===== src/smac_pkg.sv =====
// shared types, codes and constants of the shadow memory access checker
`default_nettype none

package smac_pkg;

   // fixed field widths
   localparam int ADDR_W   = 64;
   localparam int CNT_W    = 13;
   localparam int CODE_W   = 8;
   localparam int MODE_W   = 3;
   localparam int STATUS_W = 3;
   // granule offset inside one span: a byte count plus start offset, divided by 8
   localparam int GOFF_W   = CNT_W - 2;

   // parameter defaults
   localparam int DEF_SHADOW_ENTRIES = 65536;
   localparam int DEF_MAX_SPAN_BYTES = 4096;

   // shadow codes
   localparam logic [CODE_W-1:0] POISON_MIN      = 8'hF9;
   localparam logic [CODE_W-1:0] RESET_CODE      = 8'hFF;
   localparam logic [CODE_W-1:0] GRANULE_BYTES   = 8'd8;
   localparam logic [CODE_W-1:0] FREED_RESET     = 8'd251;
   localparam logic [CODE_W-1:0] REDZONE_RESET   = 8'd249;

   // operation modes
   localparam logic [MODE_W-1:0] MODE_READ     = 3'd0;
   localparam logic [MODE_W-1:0] MODE_WRITE    = 3'd1;
   localparam logic [MODE_W-1:0] MODE_UNPOISON = 3'd2;
   localparam logic [MODE_W-1:0] MODE_POISON   = 3'd3;
   localparam logic [MODE_W-1:0] MODE_FREE     = 3'd4;
   localparam logic [MODE_W-1:0] MODE_REGISTER = 3'd5;

   // result status
   localparam logic [STATUS_W-1:0] STATUS_OK          = 3'd0;
   localparam logic [STATUS_W-1:0] STATUS_SKIPPED     = 3'd1;
   localparam logic [STATUS_W-1:0] STATUS_INVALID     = 3'd2;
   localparam logic [STATUS_W-1:0] STATUS_DOUBLE_FREE = 3'd3;
   localparam logic [STATUS_W-1:0] STATUS_REJECT      = 3'd4;

   // register file: 64-bit registers at 8-byte strides
   localparam int REG_IDX_W = 3;
   localparam int CSR_AW    = REG_IDX_W + 3;
   localparam int CSR_DW    = 64;
   localparam logic [REG_IDX_W-1:0] REG_CHECKS_ENABLED = 3'd0;
   localparam logic [REG_IDX_W-1:0] REG_WINDOW_BASE    = 3'd1;
   localparam logic [REG_IDX_W-1:0] REG_WINDOW_END     = 3'd2;
   localparam logic [REG_IDX_W-1:0] REG_FREED_CODE     = 3'd3;
   localparam logic [REG_IDX_W-1:0] REG_REDZONE_CODE   = 3'd4;

   typedef struct packed {
      logic [MODE_W-1:0] mode;
      logic [ADDR_W-1:0] address;
      logic [CNT_W-1:0]  byte_count;
      logic [CNT_W-1:0]  total_count;
      logic [CODE_W-1:0] poison_code;
   } req_item_type;

   typedef struct packed {
      logic [STATUS_W-1:0] status;
      logic                was_write;
      logic [CODE_W-1:0]   start_shadow;
   } rsp_item_type;

   typedef struct packed {
      logic              checks_enabled;
      logic [ADDR_W-1:0] window_base;
      logic [ADDR_W-1:0] window_end;
      logic [CODE_W-1:0] freed_code;
      logic [CODE_W-1:0] redzone_code;
   } cfg_type;

   typedef enum logic [3:0] {
      ST_CLEAR,
      ST_IDLE,
      ST_WIN,
      ST_BASE,
      ST_SPAN,
      ST_BOUND,
      ST_CHK_RD,
      ST_CHK_EV,
      ST_FREE_RD,
      ST_FREE_EV,
      ST_FILL_A,
      ST_FILL_B,
      ST_DONE
   } state_type;

endpackage

`default_nettype wire


===== src/smac_csr.sv =====
// configuration registers behind the apb-style port
`default_nettype none

module smac_csr (
   input  wire logic                        clock,
   input  wire logic                        reset,
   input  wire logic                        csr_psel,
   input  wire logic                        csr_penable,
   input  wire logic                        csr_pwrite,
   input  wire logic [smac_pkg::CSR_AW-1:0] csr_paddr,
   input  wire logic [smac_pkg::CSR_DW-1:0] csr_pwdata,
   output logic      [smac_pkg::CSR_DW-1:0] csr_prdata,
   output logic                             csr_pready,
   output smac_pkg::cfg_type                cfg
);
   import smac_pkg::*;

   cfg_type              cfg_ff, cfg_in;
   logic [REG_IDX_W-1:0] reg_idx;
   logic                 wr;

   assign reg_idx    = csr_paddr[CSR_AW-1:3];
   assign wr         = csr_psel && csr_penable && csr_pwrite;
   assign csr_pready = 1'b1;

   always_comb begin
      cfg_in = cfg_ff;
      if (wr) begin
         case (reg_idx)
            REG_CHECKS_ENABLED: cfg_in.checks_enabled = csr_pwdata[0];
            REG_WINDOW_BASE:    cfg_in.window_base    = csr_pwdata;
            REG_WINDOW_END:     cfg_in.window_end     = csr_pwdata;
            REG_FREED_CODE:     cfg_in.freed_code     = csr_pwdata[CODE_W-1:0];
            REG_REDZONE_CODE:   cfg_in.redzone_code   = csr_pwdata[CODE_W-1:0];
            default:            cfg_in = cfg_ff;
         endcase
      end
   end

   always_comb begin
      case (reg_idx)
         REG_CHECKS_ENABLED: csr_prdata = CSR_DW'(cfg_ff.checks_enabled);
         REG_WINDOW_BASE:    csr_prdata = cfg_ff.window_base;
         REG_WINDOW_END:     csr_prdata = cfg_ff.window_end;
         REG_FREED_CODE:     csr_prdata = CSR_DW'(cfg_ff.freed_code);
         REG_REDZONE_CODE:   csr_prdata = CSR_DW'(cfg_ff.redzone_code);
         default:            csr_prdata = '0;
      endcase
   end

   always_ff @(posedge clock) begin
      if (reset) begin
         cfg_ff.checks_enabled <= 1'b0;
         cfg_ff.window_base    <= '0;
         cfg_ff.window_end     <= '0;
         cfg_ff.freed_code     <= FREED_RESET;
         cfg_ff.redzone_code   <= REDZONE_RESET;
      end else begin
         cfg_ff <= cfg_in;
      end
   end

   assign cfg = cfg_ff;

endmodule

`default_nettype wire


===== config.mk =====
export PLATFORM = sky130hd
export DESIGN_NAME = smac_csr
export DESIGN_NICKNAME = d
export VERILOG_FILES = /design/src/smac_pkg.sv /design/src/smac_csr.sv
export SDC_FILE = /design/constraint.sdc
export NUM_CORES = 1
export LEC_CHECK = 0
export BUFFER_PORTS_ARGS = -buffer_cell sky130_fd_sc_hd__buf_2
export CORE_MARGIN = 4
export CORE_UTILIZATION = 45
export DETAILED_ROUTE_END_ITERATION = 16
export PLACE_DENSITY = 0.76
export SYNTH_ARGS = -nofsm -noshare
export SYNTH_HDL_FRONTEND = slang
export SYNTH_SLANG_ARGS = --single-unit

===== constraint.sdc =====
create_clock -name clock -period 1.4 [get_ports clock]
set_input_delay 0.14 -clock clock [delete_from_list [all_inputs] [get_ports clock]]
set_output_delay 0.14 -clock clock [all_outputs]
set_load 0.005 [all_outputs]

==> results.yml <==
global_routing:
  grt_start_max_net_pins: 88
  antenna_found_initial: 1
  grt_pass1_wl_um: 27900
  grt_remaining_overflow: 0
  grt_usage: 0.207
  grt_pass1_vias: 5389
pwr:
  clkPwrFrac: 0.479
  vdd_drop_max_mv: 0.786
  netSwitchingFraction: 0.229
  seq_power_share: 0.444
  p_leak_uw: 0.00466
  p_comb_frac: 0.076
  power.switching_uw: 2160
  intPower_uw: 7260
  p_per_area_mw_per_mm2: 1010
critical_path:
  cp_data_required_time_ns: 1.26
  end_kind: "primary output"
  critPathLaunchType: "register"
  critPathBufInv: 1
  slowest_stage: "dfxtp_2"
  cp_max_fo: 2
  startpoint: "cfg[16]"
  crit_chain: "mux2i_1 -> o21ai_1 -> o21a_1 -> buf_2"
  slowest_delay_ns: 0.32
  cp_top_family: "flip-flops"
  crit_arrival_ns: 1.26
  critPathKind: "register to primary output"
  rr_startpoint: "cfg[16]"
synthesis:
  synth_enable_flop_cells: 0
  synthArstFlopShare: 0
  synth.distinct_cells: 22
  yosys_most_used_dff: "dfxtp_1"
  synthCells: 662
  synthesis.area_mm2: 0.00681
  syn_nets: 737
  synth.avg_cell_area_um2: 10.3
  synth_warnings: 0
  synth-seq-cells: 145
  ys_seq_area_frac: 0.426
die:
  dieHeight_um: 131
  start_util: 0.463
  die_area_mm2: 0.0172
  die_w_um: 131
  ios: 285
  row_count: 44
  core_mm2: 0.0147
place:
  placed_cells: 1086
  place_hpwl_um: 12500
  pre_cts_ws_ns: -0.0265
  numPortBuffers: 280
  routabilityCongestion: 0.783
  placed_area_mm2: 0.00838
cells_and_area:
  final_nets: 1021
  area_delta_synth_final_pct: 37.3
  finalNonFillerCells: 1144
  largest_register_ffs: 145
  fillers: 1194
  drive_above_1_share: 0.369
  final_cell_area_mm2: 0.00935
  multiInputGateArea_mm2: 0.00358
  seq_area_mm2: 0.00291
timing:
  layout_setup_ws_ns: 0.00131
  slew_viol_final: 0
  min_period_ns: 1.40
  rsz0062_at_grt: "true"
  finalSetupTns_ns: 0
  fmax_mhz: 715
  finalSetupViolations: 0
  hold_viol: 0
  finalCritPeriodShare: 0.999
  final.setup_skew_ns: 0
drt:
  final_antenna_net_count: 0
  first_pass_iters: 5
  vias: 5842
  post_drt_wl_per_cell_um: 17.2
  drt-initial-drc-count: 266
  drc: 0
  drt-total-wl_um: 19700
  routed_via_density: 5.11
hold_path:
  hold_class: "primary input to register"
  min_from: "csr_pwdata[60]"
clock_tree:
  cts_tree: "done"
  htreeDepth: 4
  clockBufferDepth: 2
  cts.clk_slew.worst_paths_ns: 0.06
  cts-buffers-inserted: 17
  cts-root-buf: "clkbuf_16"
  clock_latency_ns: 0.41
  clock-sinks: 145
status:
  status: "complete, no violations"
flow_run:
  maxCapViolCount: 0
## logic make-up after synthesis
logic type / Yosys count / share of synthesized area
compound gates: 73 / 0.0900
buf+inv: 59 / 0.0547
flops: 145 / 0.426
mux: 147 / 0.216
other cells: 1 / 0.000551
simple gates: 237 / 0.212
## synthesized netlist by cell type (2+ instances only)
cell type / number / area, um^2
a22o_1: 56 / 490
a22oi_1: 14 / 105
and3b_1: 3 / 26.3
buf_12: 5 / 100
buf_2: 11 / 55.1
buf_4: 7 / 52.6
buf_6: 4 / 45.0
clkbuf_1: 32 / 120
dfxtp_1: 145 / 2900
mux2i_1: 147 / 1470
nand2_1: 8 / 30.0
nand2b_1: 196 / 1230
nand3b_1: 3 / 22.5
nor2_1: 21 / 78.8
nor3b_1: 2 / 15.0
o21ai_0: 2 / 10.0
## worst register-to-register path: stages, from the launching register on
cell and delay [ns]:
dfxtp_2 0.32, buf_4 0.14, nand2b_1 0.07, mux2i_1 0.06
## metal layers
metal | vias up | track usage | part of all wire
met5 | - | 0 | 0
met4 | 0 | 0.0714 | 0.014
met3 | 22 | 0.0500 | 0.078
met2 | 242 | 0.332 | 0.47
met1 | 2737 | 0.274 | 0.44
li1 | 2841 | - | -
## per-stage QoR
step                 util  hold WS, ns  total power [uW]
floorplan               -        0.307              4630
global placement    0.570        0.420              4880
detailed placement  0.570        0.433              4880
CTS                 0.623     0.000495              9430
global route        0.636     0.000540              9750
finish              0.636       0.0136              9420
## layout make-up
cell class,count,area share
multi-input cells,458,0.382
flip-flops and latches,145,0.311
repair buffers,324,0.219
clock buffers,20,0.0488
well taps,184,0.0246
clock inverters,12,0.0143
diodes,1,0.000268
## cell usage in the layout (no fill, tap or decap), types with 8 or more instances in the layout
cell type / count
mux2i_1: 147
nand2_1: 8
nand2b_1: 196
buf_2: 277
dlygate4sd3_1: 13
a22o_1: 56
buf_12: 13
dfxtp_1: 141
buf_4: 12
a22oi_1: 11
clkbuf_16: 21
nor2_1: 21
## repair_timing
| item | CTS | global route |
|---|---|---|
| hold buffers | 13 | 0 |
| hold endpoints to repair | 17 | 0 |
| gates resized for setup | 9 | 11 |
| setup endpoints to repair | 3 | 53 |
| gates cloned | 1 | 6 |
| pin swaps | 0 | 6 |
| buffers inserted | 2 | 3 |
## worst paths after layout
check | end | slack (ns) | depth (start not counted)
setup / recovery | csr_prdata[0] | 0.001 | 4
hold reg to reg | cfg[100] | 0.49 | 2
hold / removal | cfg[140] | 0.01 | 3
setup reg to reg | cfg[16] | 0.68 | 3
## power by group through the flow
stage,logic (uW),registers [uW],clock network (uW)
6_report,720,4180,4510
5_1_grt,780,4180,4780
4_1_cts,661,4180,4590
3_5_place_dp,608,4270,0
3_3_place_gp,602,4270,0
2_1_floorplan,359,4270,0
No activity file was read; power rests on OpenSTA's default activity.
